`src/rtl/dtmf_pkg.sv`:
```
// dtmf_pkg: shared constants, coefficient and keypad functions for the dtmf key detector
// no dependencies
`default_nettype none
package dtmf_pkg;
    localparam int ROWS_DEF = 4;
    localparam int COLUMNS_DEF = 3;
    localparam int COEF_FRAC_BITS_DEF = 14;
    localparam int TABLE_FRAC = 20;
    localparam logic [9:0] DC_OFFSET_RST = 10'd468;
    localparam logic [15:0] THRESHOLD_RST = 16'd700;
    localparam logic [7:0] BLOCK_LEN_RST = 8'd100;
    localparam logic [1:0] REG_DC_OFFSET = 2'd0;
    localparam logic [1:0] REG_THRESHOLD = 2'd1;
    localparam logic [1:0] REG_BLOCK_LEN = 2'd2;
    localparam int BIG_Q = 262144;

    function automatic logic [20:0] coef_q20(input logic [2:0] idx);
        logic [20:0] r;
        begin
            case (idx)
                3'd0: r = 21'd1897560;
                3'd1: r = 21'd1837748;
                3'd2: r = 21'd1770684;
                3'd3: r = 21'd1696632;
                3'd4: r = 21'd1435599;
                3'd5: r = 21'd1336775;
                3'd6: r = 21'd1232675;
                default: r = 21'd1010313;
            endcase
            return r;
        end
    endfunction

    function automatic logic [6:0] keypad(input logic [1:0] row, input logic [1:0] col);
        logic [6:0] k;
        begin
            case ({row, col})
                4'h0: k = 7'h31;
                4'h1: k = 7'h32;
                4'h2: k = 7'h33;
                4'h3: k = 7'h41;
                4'h4: k = 7'h34;
                4'h5: k = 7'h35;
                4'h6: k = 7'h36;
                4'h7: k = 7'h42;
                4'h8: k = 7'h37;
                4'h9: k = 7'h38;
                4'ha: k = 7'h39;
                4'hb: k = 7'h43;
                4'hc: k = 7'h2a;
                4'hd: k = 7'h30;
                4'he: k = 7'h23;
                default: k = 7'h44;
            endcase
            return k;
        end
    endfunction
endpackage
`default_nettype wire

```
`src/rtl/dtmf_isqrt.sv`:
```
// dtmf_isqrt: bit-serial integer square root, one result bit per cycle
// depends on nothing
`default_nettype none
module dtmf_isqrt (
    input  wire logic        clk,
    input  wire logic        rst_n,
    input  wire logic        start,
    input  wire logic [31:0] radicand,
    output logic             busy,
    output logic [15:0]      root
);
    logic [33:0] rem_reg;
    logic [31:0] val_reg;
    logic [15:0] root_reg;
    logic [4:0]  cnt_reg;
    logic [33:0] rem_sh;
    logic [33:0] trial;

    assign rem_sh = {rem_reg[31:0], val_reg[31:30]};
    assign trial  = {16'd0, root_reg, 2'b01};
    assign busy   = (cnt_reg != 5'd0);
    assign root   = root_reg;

    always_ff @(posedge clk or negedge rst_n)
    begin
        if (!rst_n)
        begin
            cnt_reg <= 5'd0;
        end
        else if (start)
        begin
            cnt_reg <= 5'd16;
        end
        else if (busy)
        begin
            cnt_reg <= cnt_reg - 5'd1;
        end
    end

    always_ff @(posedge clk)
    begin
        if (start)
        begin
            rem_reg  <= 34'd0;
            val_reg  <= radicand;
            root_reg <= 16'd0;
        end
        else if (busy)
        begin
            val_reg <= {val_reg[29:0], 2'b00};
            if (rem_sh >= trial)
            begin
                rem_reg  <= rem_sh - trial;
                root_reg <= {root_reg[14:0], 1'b1};
            end
            else
            begin
                rem_reg  <= rem_sh;
                root_reg <= {root_reg[14:0], 1'b0};
            end
        end
    end
endmodule
`default_nettype wire

```
`src/rtl/dtmf_goertzel_key_detector_top.sv`:
```
// dtmf_goertzel_key_detector_top: sample stream in, ascii key stream out
// depends on dtmf_pkg and dtmf_isqrt
`default_nettype none
// Each sample runs through the tones one at a time on one shared 37x22 multiplier, in a
// multiply state and an update state per tone; no new sample is accepted until the last tone
// is updated. A sample that ends a block also does, per tone, four multiplies for the power,
// a bit-serial square root and the max compare, and then a decide state. A key waits in the
// output register while later samples are taken. The next block end holds until that
// register is free.
module dtmf_goertzel_key_detector_top #(
    parameter int ROWS = dtmf_pkg::ROWS_DEF,
    parameter int COLUMNS = dtmf_pkg::COLUMNS_DEF,
    parameter int COEF_FRAC_BITS = dtmf_pkg::COEF_FRAC_BITS_DEF
) (
    input  wire logic        clk,
    input  wire logic        rst_n,
    input  wire logic        s_axis_tvalid,
    output logic             s_axis_tready,
    input  wire logic [15:0] s_axis_tdata,   // raw_sample[9:0], zero fill
    output logic             m_axis_tvalid,
    input  wire logic        m_axis_tready,
    output logic [7:0]       m_axis_tdata,   // key_char[6:0], zero fill
    input  wire logic        cfg_we,
    input  wire logic [1:0]  cfg_index,
    input  wire logic [15:0] cfg_data
);
    localparam int TONES = ROWS + COLUMNS;
    localparam int TW = (TONES > 1) ? $clog2(TONES) : 1;
    localparam int SH = dtmf_pkg::TABLE_FRAC - COEF_FRAC_BITS;
    localparam int CW = 22;

    typedef enum logic [3:0] {
        ST_IDLE, ST_RES_MUL, ST_RES_UPD, ST_P_AA, ST_P_BB, ST_P_AB, ST_P_ABC,
        ST_P_SQ, ST_P_WAIT, ST_NEXT_TONE, ST_DECIDE
    } state_t;

    state_t state_reg;
    logic [9:0]  dc_offset_reg;
    logic [15:0] threshold_reg;
    logic [7:0]  block_len_reg;
    logic [7:0]  count_reg;
    logic [31:0] q1_mem [TONES];
    logic [31:0] q2_mem [TONES];
    logic [TW-1:0] tone_reg;
    logic signed [10:0] samp_reg;
    logic signed [63:0] prod_reg;
    logic signed [63:0] acc_reg;
    logic        big_reg;
    logic [15:0] mag_reg;
    logic        loud_reg;
    logic [15:0] row_best_reg;
    logic [15:0] col_best_reg;
    logic [1:0]  row_idx_reg;
    logic [1:0]  col_idx_reg;
    logic [6:0]  last_key_reg;
    logic        out_valid_reg;
    logic [6:0]  out_key_reg;

    logic signed [CW-1:0] coef;
    logic [20:0] craw;
    logic signed [31:0] q1, q2;
    logic signed [36:0] mul_a;
    logic signed [CW-1:0] mul_b;
    logic signed [63:0] mul_p;
    logic        sq_start, sq_busy;
    logic [15:0] sq_root;
    logic [31:0] rad;
    logic [6:0]  key;
    logic        is_row;
    logic [1:0]  local_idx;

    always_comb
    begin
        if (int'(tone_reg) < ROWS)
        begin
            craw = dtmf_pkg::coef_q20({1'b0, 2'(tone_reg)});
        end
        else
        begin
            craw = dtmf_pkg::coef_q20({1'b1, 2'(int'(tone_reg) - ROWS)});
        end
        if (SH > 0)
        begin
            coef = CW'((craw + 21'((1 << (SH > 0 ? SH - 1 : 0)))) >> SH);
        end
        else
        begin
            coef = CW'(craw);
        end
    end

    assign q1 = q1_mem[tone_reg];
    assign q2 = q2_mem[tone_reg];
    assign is_row = (int'(tone_reg) < ROWS);
    assign local_idx = is_row ? 2'(tone_reg) : 2'(int'(tone_reg) - ROWS);

    always_comb
    begin
        mul_a = 37'(q1);
        mul_b = coef;
        case (state_reg)
            ST_P_AA: mul_b = CW'(q1);
            ST_P_BB:
            begin
                mul_a = 37'(q2);
                mul_b = CW'(q2);
            end
            ST_P_AB: mul_b = CW'(q2);
            ST_P_ABC: mul_a = prod_reg[36:0];
            default: ;
        endcase
    end
    assign mul_p = 64'(mul_a) * 64'(mul_b);

    assign rad = (acc_reg < 0) ? 32'd0 :
                 (acc_reg[63:32] != 32'd0) ? 32'hffffffff : acc_reg[31:0];
    assign sq_start = (state_reg == ST_P_SQ);

    dtmf_isqrt u_isqrt (
        .clk(clk), .rst_n(rst_n), .start(sq_start), .radicand(rad),
        .busy(sq_busy), .root(sq_root)
    );

    assign key = dtmf_pkg::keypad(row_idx_reg, col_idx_reg);
    assign s_axis_tready = (state_reg == ST_IDLE);
    assign m_axis_tvalid = out_valid_reg;
    assign m_axis_tdata = {1'b0, out_key_reg};

    always_ff @(posedge clk or negedge rst_n)
    begin
        if (!rst_n)
        begin
            dc_offset_reg <= dtmf_pkg::DC_OFFSET_RST;
            threshold_reg <= dtmf_pkg::THRESHOLD_RST;
            block_len_reg <= dtmf_pkg::BLOCK_LEN_RST;
        end
        else if (cfg_we)
        begin
            unique case (cfg_index)
                dtmf_pkg::REG_DC_OFFSET: dc_offset_reg <= cfg_data[9:0];
                dtmf_pkg::REG_THRESHOLD: threshold_reg <= cfg_data;
                dtmf_pkg::REG_BLOCK_LEN: block_len_reg <= cfg_data[7:0];
                default: ;
            endcase
        end
    end

    always_ff @(posedge clk or negedge rst_n)
    begin
        if (!rst_n)
        begin
            state_reg <= ST_IDLE;
            count_reg <= 8'd0;
            tone_reg <= '0;
            last_key_reg <= 7'd0;
            out_valid_reg <= 1'b0;
            out_key_reg <= 7'd0;
            loud_reg <= 1'b0;
            for (int i = 0; i < TONES; i++)
            begin
                q1_mem[i] <= 32'd0;
                q2_mem[i] <= 32'd0;
            end
        end
        else
        begin
            if (out_valid_reg && m_axis_tready)
            begin
                out_valid_reg <= 1'b0;
            end
            unique case (state_reg)
                ST_IDLE:
                begin
                    if (s_axis_tvalid && s_axis_tready)
                    begin
                        samp_reg <= $signed({1'b0, s_axis_tdata[9:0]}) -
                                    $signed({1'b0, dc_offset_reg});
                        tone_reg <= '0;
                        state_reg <= ST_RES_MUL;
                    end
                end
                ST_RES_MUL:
                begin
                    prod_reg <= mul_p;
                    state_reg <= ST_RES_UPD;
                end
                ST_RES_UPD:
                begin
                    q1_mem[tone_reg] <= 32'(64'(samp_reg) + (prod_reg >>> COEF_FRAC_BITS)
                                        - 64'(q2));
                    q2_mem[tone_reg] <= q1;
                    if (int'(tone_reg) == TONES - 1)
                    begin
                        tone_reg <= '0;
                        count_reg <= count_reg + 8'd1;
                        if (count_reg + 8'd1 >= block_len_reg)
                        begin
                            loud_reg <= 1'b0;
                            row_best_reg <= 16'd0;
                            col_best_reg <= 16'd0;
                            row_idx_reg <= 2'd0;
                            col_idx_reg <= 2'd0;
                            state_reg <= ST_P_AA;
                        end
                        else
                        begin
                            state_reg <= ST_IDLE;
                        end
                    end
                    else
                    begin
                        tone_reg <= tone_reg + 1'b1;
                        state_reg <= ST_RES_MUL;
                    end
                end
                ST_P_AA:
                begin
                    big_reg <= (q1 >= dtmf_pkg::BIG_Q) || (q1 <= -dtmf_pkg::BIG_Q) ||
                               (q2 >= dtmf_pkg::BIG_Q) || (q2 <= -dtmf_pkg::BIG_Q);
                    acc_reg <= mul_p;
                    state_reg <= ST_P_BB;
                end
                ST_P_BB:
                begin
                    acc_reg <= acc_reg + mul_p;
                    state_reg <= ST_P_AB;
                end
                ST_P_AB:
                begin
                    prod_reg <= mul_p;
                    state_reg <= ST_P_ABC;
                end
                ST_P_ABC:
                begin
                    acc_reg <= acc_reg - (mul_p >>> COEF_FRAC_BITS);
                    state_reg <= ST_P_SQ;
                end
                ST_P_SQ:
                begin
                    state_reg <= ST_P_WAIT;
                end
                ST_P_WAIT:
                begin
                    if (!sq_busy)
                    begin
                        mag_reg <= big_reg ? 16'hffff : sq_root;
                        state_reg <= ST_NEXT_TONE;
                    end
                end
                ST_NEXT_TONE:
                begin
                    if (mag_reg > threshold_reg)
                    begin
                        loud_reg <= 1'b1;
                    end
                    if (is_row && mag_reg > row_best_reg)
                    begin
                        row_best_reg <= mag_reg;
                        row_idx_reg <= local_idx;
                    end
                    if (!is_row && mag_reg > col_best_reg)
                    begin
                        col_best_reg <= mag_reg;
                        col_idx_reg <= local_idx;
                    end
                    if (int'(tone_reg) == TONES - 1)
                    begin
                        state_reg <= ST_DECIDE;
                    end
                    else
                    begin
                        tone_reg <= tone_reg + 1'b1;
                        state_reg <= ST_P_AA;
                    end
                end
                ST_DECIDE:
                begin
                    if (!out_valid_reg)
                    begin
                        if (key != last_key_reg && loud_reg)
                        begin
                            out_valid_reg <= 1'b1;
                            out_key_reg <= key;
                        end
                        last_key_reg <= key;
                        count_reg <= 8'd0;
                        tone_reg <= '0;
                        for (int i = 0; i < TONES; i++)
                        begin
                            q1_mem[i] <= 32'd0;
                            q2_mem[i] <= 32'd0;
                        end
                        state_reg <= ST_IDLE;
                    end
                end
                default: state_reg <= ST_IDLE;
            endcase
        end
    end
endmodule
`default_nettype wire

```
`config.mk`:
```
export PLATFORM = sky130hd
export DESIGN_NAME = dtmf_goertzel_key_detector_top
export DESIGN_NICKNAME = d
export VERILOG_FILES = /design/src/rtl/dtmf_pkg.sv /design/src/rtl/dtmf_isqrt.sv /design/src/rtl/dtmf_goertzel_key_detector_top.sv
export SDC_FILE = /design/constraint.sdc
export NUM_CORES = 2
export LEC_CHECK = 0
export ABC_CLOCK_PERIOD_IN_PS = 16550
export BUFFER_PORTS_ARGS = -buffer_cell sky130_fd_sc_hd__buf_2
export CAP_MARGIN = 20
export CORE_UTILIZATION = 42
export CTS_BUF_LIST = sky130_fd_sc_hd__clkbuf_4 sky130_fd_sc_hd__clkbuf_8 sky130_fd_sc_hd__clkbuf_16
export CTS_CLUSTER_SIZE = 20
export DETAILED_ROUTE_END_ITERATION = 8
export GPL_ROUTABILITY_DRIVEN = 0
export PLACE_DENSITY = 0.6
export SYNTH_ARGS = -nofsm -noshare
export SYNTH_HDL_FRONTEND = slang
export SYNTH_HIERARCHICAL = 1
export SYNTH_SLANG_ARGS = --single-unit
```
`constraint.sdc`:
```
create_clock -name clk -period 16.55 [get_ports clk]
set_input_delay 1.655 -clock clk [delete_from_list [all_inputs] [get_ports clk]]
set_output_delay 1.655 -clock clk [all_outputs]
set_load 0.02 [all_outputs]
```
; Word level (Yosys, flattened, before mapping)
; Memory sizes are Yosys's and may differ from the RTL's.
; Cells that the tools add are included.
[classes]
add_sub_neg = 11
mul = 1
div = 0
n_lt_le_gt_ge = 13
eq_ne = 28
shifts = 0
muxes = 63
bitwise = 3
reduce_logical = 40
[op_table]
columns = operator, n
row1 = 224-bit case mux with 2 select lines, 2
row2 = 224-bit bitwise mux, 2
row3 = 32-bit two-way mux, 10
row4 = 224-bit two-way mux, 1
row5 = 32-bit binary-select mux with 3-bit select, 2
row6 = 64-bit case mux with 3 select lines, 1
row7 = 32-bit demux with 3-bit select, 1
row8 = 21-bit case mux with 4 select lines, 1
row9 = 37-bit case mux with 2 select lines, 1
row10 = 64-bit by 59-bit adder with 64-bit output, 1
row11 = 32-bit by 20-bit >= comparator with 1-bit output (second input constant), 2
row12 = 32-bit by 19-bit less-or-equal comparator with 1-bit output (second input constant), 2
row13 = 64-bit by 1-bit less-than comparator with 1-bit output (second input constant), 1
row14 = 16-bit two-way mux, 4
row15 = 16-bit case mux with 2 select lines, 2
row16 = 64-bit by 45-bit subtractor with 64-bit output, 1
row17 = 21-bit case mux with 3 select lines, 1
row18 = 37-bit by 22-bit multiplier with 59-bit output, 1
row19 = 16-bit > comparator, 3
row20 = 22-bit case mux with 2 select lines, 1
row21 = 4-bit case mux with 11 select lines, 1
row22 = 34-bit by 18-bit >= comparator with 1-bit output, 1
row23 = 11-bit by 32-bit adder with 32-bit output, 1
row24 = 32-bit nonzero test, 1
row25 = other kinds (49), 115
[word_totals]
reg_bits = 772
latch_bits = 0
ramBits = 0
mem_bits_ro = 112
inputBits = 39
word_cells = 197
n_memories = 1
[mem_list]
columns = memory, words, word_bits, rd, rd_ports_with_merged_regs, write_ports, line
row1 = (no name shown), 16, 7, 1, 0, 0, dtmf_pkg.sv:37  ; case ({row, col})

; Longest topological paths before layout
[depth]
depth_word = 9
mapped_depth = 58
mapped_depth_nobuf = 52

; Modules after synthesis
; The synthesis kept the hierarchy.
[modules_own_cells]
columns = module, instances, cells_each, area_per_inst_um2, seq_area_each_um2
row1 = dtmf_goertzel_key_detector_top, 1, 7254, 67410.9, 18079.8
row2 = dtmf_isqrt, 1, 499, 4685.7, 2047.0

; Worst setup path before layout
; Ideal clock, no wire load.
[synth_path]
path_type = reg2reg
from = register tone_reg[0]
to = register acc_reg[62] (data pin)
arrival_ns = 12.965
slack_ns = 3.308
stages_incl_launch_ff = 56
path_buffers = 8
period_less_slack_ns = 13.242
cell_sequence = dfrtp_1 clkbuf_1 inv_1 clkbuf_1 clkbuf_1 clkbuf_1 clkbuf_1 ha_1 nor2b_1 nor2_1 ha_1 nand2_1 nor2_1 xnor2_1 a21oi_1 nor2_1 clkbuf_1 nor2_1 [20 not listed] a2111oi_1 nand4_2 nor2_2 nand2_1 or3_1 xor2_1 mux2i_1 ha_1 clkbuf_1 nand3_1 nor2_1 or4bb_1 o2111ai_1 and4_1 o311ai_0 a311oi_1 mux2i_1 o311ai_0
[synth_between]
elab_chain_len = 9
elab_cells_between_ends = 26
classes_between = 4 x add/sub / 1 x mul / 1 x order compare / 5 x eq/ne / 12 x mux / 1 x bitwise / 2 x reduce/logical
[synth_lines]
columns = item, line
row1 = start: declaration, dtmf_goertzel_key_detector_top.sv:44  ; logic [TW-1:0] tone_reg;
row2 = start signal: assignment, dtmf_goertzel_key_detector_top.sv:212  ; tone_reg <= tone_reg + 1'b1;
row3 = start signal: assignment, dtmf_goertzel_key_detector_top.sv:272  ; tone_reg <= tone_reg + 1'b1;
row4 = 2-bit by 1-bit subtractor with 2-bit output, dtmf_goertzel_key_detector_top.sv:80  ; craw = dtmf_pkg::coef_q20({1'b1, 2'(int'(tone_reg) - ROWS)});
row5 = "2-bit equality test, or another cell as far along", dtmf_pkg.sv:20  ; case (idx)
row6 = 21-bit case mux with 3 select lines, dtmf_pkg.sv:20
row7 = 21-bit two-way mux, dtmf_goertzel_key_detector_top.sv:74  ; if (int'(tone_reg) < ROWS)
row8 = 21-bit by 6-bit adder with 22-bit output, dtmf_goertzel_key_detector_top.sv:84  ; coef = CW'((craw + 21'((1 << (SH > 0 ? SH - 1 : 0)))) >> SH);
row9 = 22-bit case mux with 2 select lines, dtmf_goertzel_key_detector_top.sv:101  ; case (state_reg)
row10 = 37-bit by 22-bit multiplier with 59-bit output *, dtmf_goertzel_key_detector_top.sv:113  ; assign mul_p = 64'(mul_a) * 64'(mul_b);
row11 = 64-bit by 45-bit subtractor with 64-bit output or 64-bit by 59-bit adder with 64-bit output (tied branches), "dtmf_goertzel_key_detector_top.sv:235, dtmf_goertzel_key_detector_top.sv:225"
row12 = 64-bit case mux with 3 select lines *, dtmf_goertzel_key_detector_top.sv:171  ; unique case (state_reg)
row13 = end signal: assignment, dtmf_goertzel_key_detector_top.sv:220  ; acc_reg <= mul_p;
row14 = end signal: assignment, dtmf_goertzel_key_detector_top.sv:225  ; acc_reg <= acc_reg + mul_p;
row15 = end signal: assignment, dtmf_goertzel_key_detector_top.sv:235  ; acc_reg <= acc_reg - (mul_p >>> COEF_FRAC_BITS);
row16 = end: declaration, dtmf_goertzel_key_detector_top.sv:47  ; logic signed [63:0] acc_reg;
; Every way passes the cells marked *; elsewhere a longest branch is shown, timed or not. The select of a mux whose other input is x is not followed.
; A chain may end at the register's enable or synchronous reset.

; Final worst setup path
[layout_path]
from = register tone_reg[1]
to = register acc_reg[61] (data pin)
; Same word-level chain as after synthesis.

==> qor.yml <==
grt:
  grt_max_degree: 168
  antenna_violations_before_repair: 4
  grt_pass1_vias: 59800
  grt_pass1_wl_mm: 364
  track_usage_pct: 27.4
  global_route.overflow_total: 0
clock_network:
  post_cts_buffers: 0
  hold_buffers: 0
  cts_num_sinks: 772
  cts.repair.resized: 0
  maximum_level_of_the_cts_h_tree: 3
  tritoncts: "built"
  clk_latency_ns: 0.71
  cts_inserted_buffers: 88
  clk_path_buf_depth: 3
  clk_pin_slew_worst_paths_ns: 0.06
  clock-root-buffer: "clkbuf_16"
floorplanning:
  num_io_pins: 49
  floorplan.die.width_um: 416
  chipHeight_um: 416
  coreArea_mm2: 0.170
  fp-row-count: 151
  design.die.area_mm2: 0.173
  effective_utilization_at_floorplan_pct: 42.4
worst_setup_path:
  critical_path.max_stage_delay_ns: 0.91
  worst_path_most_repeated_cell: "fa_1"
  regToRegSetupSlack_ns: 1.11
  cp.arrival_ns: 15.85
  required_ns: 16.95
  timing_worst_setup_path_type: "flip-flop to flip-flop"
  crit_path_end_kind: "flip-flop"
  startpoint_type: "flip-flop"
  crit_path_max_fanout: 22
  worst_path_max_delay_cell: "nor2_2"
final_layout:
  layoutNonFillerInstCount: 9987
  layout-drive-gt1-share_pct: 8.98
  nFillCells: 16200
  design_area_mm2: 0.0787
  finish.net_count: 8930
  finish.utilization_pct: 46.3
  relative_area_change_from_synthesis_to_final_layout_pct: 9.15
logic_synthesis:
  yosysSeqAreaShare_pct: 27.9
  synthesis.instances: 7753
  syn_avg_cell_area_um2: 9.30
  synth.lib_cells_used.distinct: 114
  synth.yosys.warnings: 6
  synth_top_flop_cell: "dfrtp_1"
  synth-async-reset-ratio_pct: 67.1
  post_synthesis_net_count: 8987
  ys_ff_latch: 772
  synth_area_mm2: 0.0721
  synth_edf_count: 206
routing:
  firstDrtPassIters: 6
  route.antenna.remaining_nets: 0
  routed_wl_mm: 237
  detailedRoute.firstIterationViolations: 5008
  drt-vias-per-instance: 5.84
  routedWlPerCell_um: 23.7
  post-route-drc-count: 0
  routed-via-count: 58300
timing:
  max_freq_ghz: 0.0648
  final.period_utilization_pct: 93.3
  setup-tns-final_ns: 0
  timing_max_transition_violations_final: 0
  final_hold_viol_count: 0
  rsz0062_at_grt: "no"
  timing_worst_slew_pin_value_ns: 1.39
  finish_stage_setup_viols: 0
  clock-skew-final_ns: 0.0681
  min_period_ns: 15.44
  relSlewSlack_pct: 7.48
placement:
  post_dp_cell_area_mm2: 0.0756
  port_buffers: 41
  dp_hpwl_mm: 175
  place_inst: 9821
power_and_ir_drop:
  pwr-share-comb_pct: 9.6
  power_leakage_uw: 0.0361
  p_clk_share_pct: 44.8
  total_switching_power_uw: 1170
  power-per-cell-area_mw_per_mm2: 58.2
  p_sw_share_pct: 25.5
  vdd_ir_drop_max_uv: 72.1
  part_of_the_total_power_dissipated_in_sequential_elements_pct: 45.6
  cellInternalPower_uw: 3410
outcome:
  outcome: "completed"
hold_path:
  hold_wc_path_type: "flip-flop to flip-flop"
job:
  maxCapViolations: 0
[kinds of logic (layout without fill, tap and decap cells)]
logic type	after synthesis	in the layout	share of synthesized area, %
buffers and inverters	1467	1480	7.74
AOI/OAI and AO/OA	1624	1624	15.1
other	1	4	0.00520
xor gates and xnor gates	219	219	2.68
DFF	772	772	27.9
muxes	181	181	3.00
adders and majority gates	1195	1195	29.4
and+or+nand+nor	2294	2294	14.1
[stage by stage]
| step | power [uW] | setup slack (ns) | hold WS, ns |
|---|---|---|---|
| after floorplan | 2440 | 3.31 | 0.440 |
| after global placement | 2550 | 1.64 | 0.456 |
| after detailed placement | 2560 | 1.43 | 0.465 |
| after CTS | 4600 | 1.41 | 0.473 |
| after global routing | 4750 | 0.425 | 0.489 |
| final | 4580 | 1.11 | 0.474 |
[critical path, delay by kind of cell, from the launching register on]
kind	cells	cell delay, ns
buffers and inverters	7	1.07
AO/OA/AOI/OAI	13	3.72
flip-flops	1	0.61
adder cells (fa/ha/maj)	9	4.49
AND/OR/NAND/NOR	15	5.08
XOR/XNOR	1	0.13
[synth_stat cells, types with 47 or more instances]
| library cell | n | area share (%) |
|---|---|---|
| mux2_2 | 102 | 1.6 |
| dfrtp_1 | 504 | 17 |
| mux2i_1 | 61 | 0.85 |
| nand2b_1 | 81 | 0.70 |
| nand2_1 | 958 | 5.0 |
| clkbuf_1 | 368 | 1.9 |
| fa_1 | 834 | 23 |
| inv_1 | 1047 | 5.5 |
| xor2_1 | 75 | 0.91 |
| dfxtp_1 | 48 | 1.3 |
| edfxtp_1 | 206 | 8.6 |
| nand4_1 | 47 | 0.41 |
| and2_1 | 75 | 0.65 |
| a22o_1 | 277 | 3.4 |
| nor3_1 | 118 | 0.82 |
| a21oi_1 | 289 | 2.0 |
| o21a_1 | 57 | 0.59 |
| a21o_1 | 97 | 1.0 |
| o21ai_0 | 474 | 3.3 |
| xnor2_1 | 142 | 1.7 |
| nand3_1 | 82 | 0.57 |
| nor2_1 | 695 | 3.6 |
| ha_1 | 361 | 6.3 |
[per-layer routing]
metal	wire, um	GRT usage [%]	vias up
met3	20100	5.22	609
met2	109000	44.1	2488
met5	17	0	-
met1	94800	35.6	29600
met4	12800	12.6	2
li1	-	-	25600
[area by class of cell]
type | count | area (um^2) | area share, %
antenna | 3 | 7.51 | 0.00954
inverter | 1049 | 3940 | 5.00
clock buffer | 115 | 2500 | 3.18
tap | 2218 | 2780 | 3.53
sequential | 772 | 20100 | 25.6
clock inverter | 45 | 524 | 0.666
multi-input combinational | 5514 | 46800 | 59.5
timing repair buffer | 271 | 2020 | 2.57
[layout by cell type, fill, tap and decap left out, drive strengths merged, types with 58 or more instances in the layout]
| cell type | count |
|---|---|
| a21o | 97 |
| a21oi | 293 |
| a22o | 277 |
| and2 | 78 |
| buf | 271 |
| clkbuf | 115 |
| dfrtp | 504 |
| edfxtp | 206 |
| fa | 834 |
| ha | 361 |
| inv | 1049 |
| mux2 | 102 |
| mux2i | 61 |
| nand2 | 958 |
| nand2b | 81 |
| nand3 | 82 |
| nor2 | 697 |
| nor3 | 123 |
| o21a | 58 |
| o21ai | 514 |
| xnor2 | 144 |
| xor2 | 75 |
[final timing paths]
check | start | endpoint | depth (start not counted)
min in group asynchronous | rst_n | q1_mem[110] | 1
worst max register to register | tone_reg[1] | acc_reg[61] | 45
worst max-delay path | tone_reg[1] | acc_reg[61] | 45
worst min register to register | q1_mem[115] | q1_mem[115] | 2
max in group asynchronous | rst_n | q2_mem[135] | 3
worst min-delay path | q1_mem[115] | q1_mem[115] | 2
[power by group through the flow]
stage	registers, uW	logic, uW	clock network (uW)
final	2090	441	2050
after global routing	2090	499	2150
after CTS	2090	439	2080
after detailed placement	2120	435	0
after global placement	2120	426	0
after floorplan	2100	333	0
Note: power is estimated with default switching activity, not from simulation.
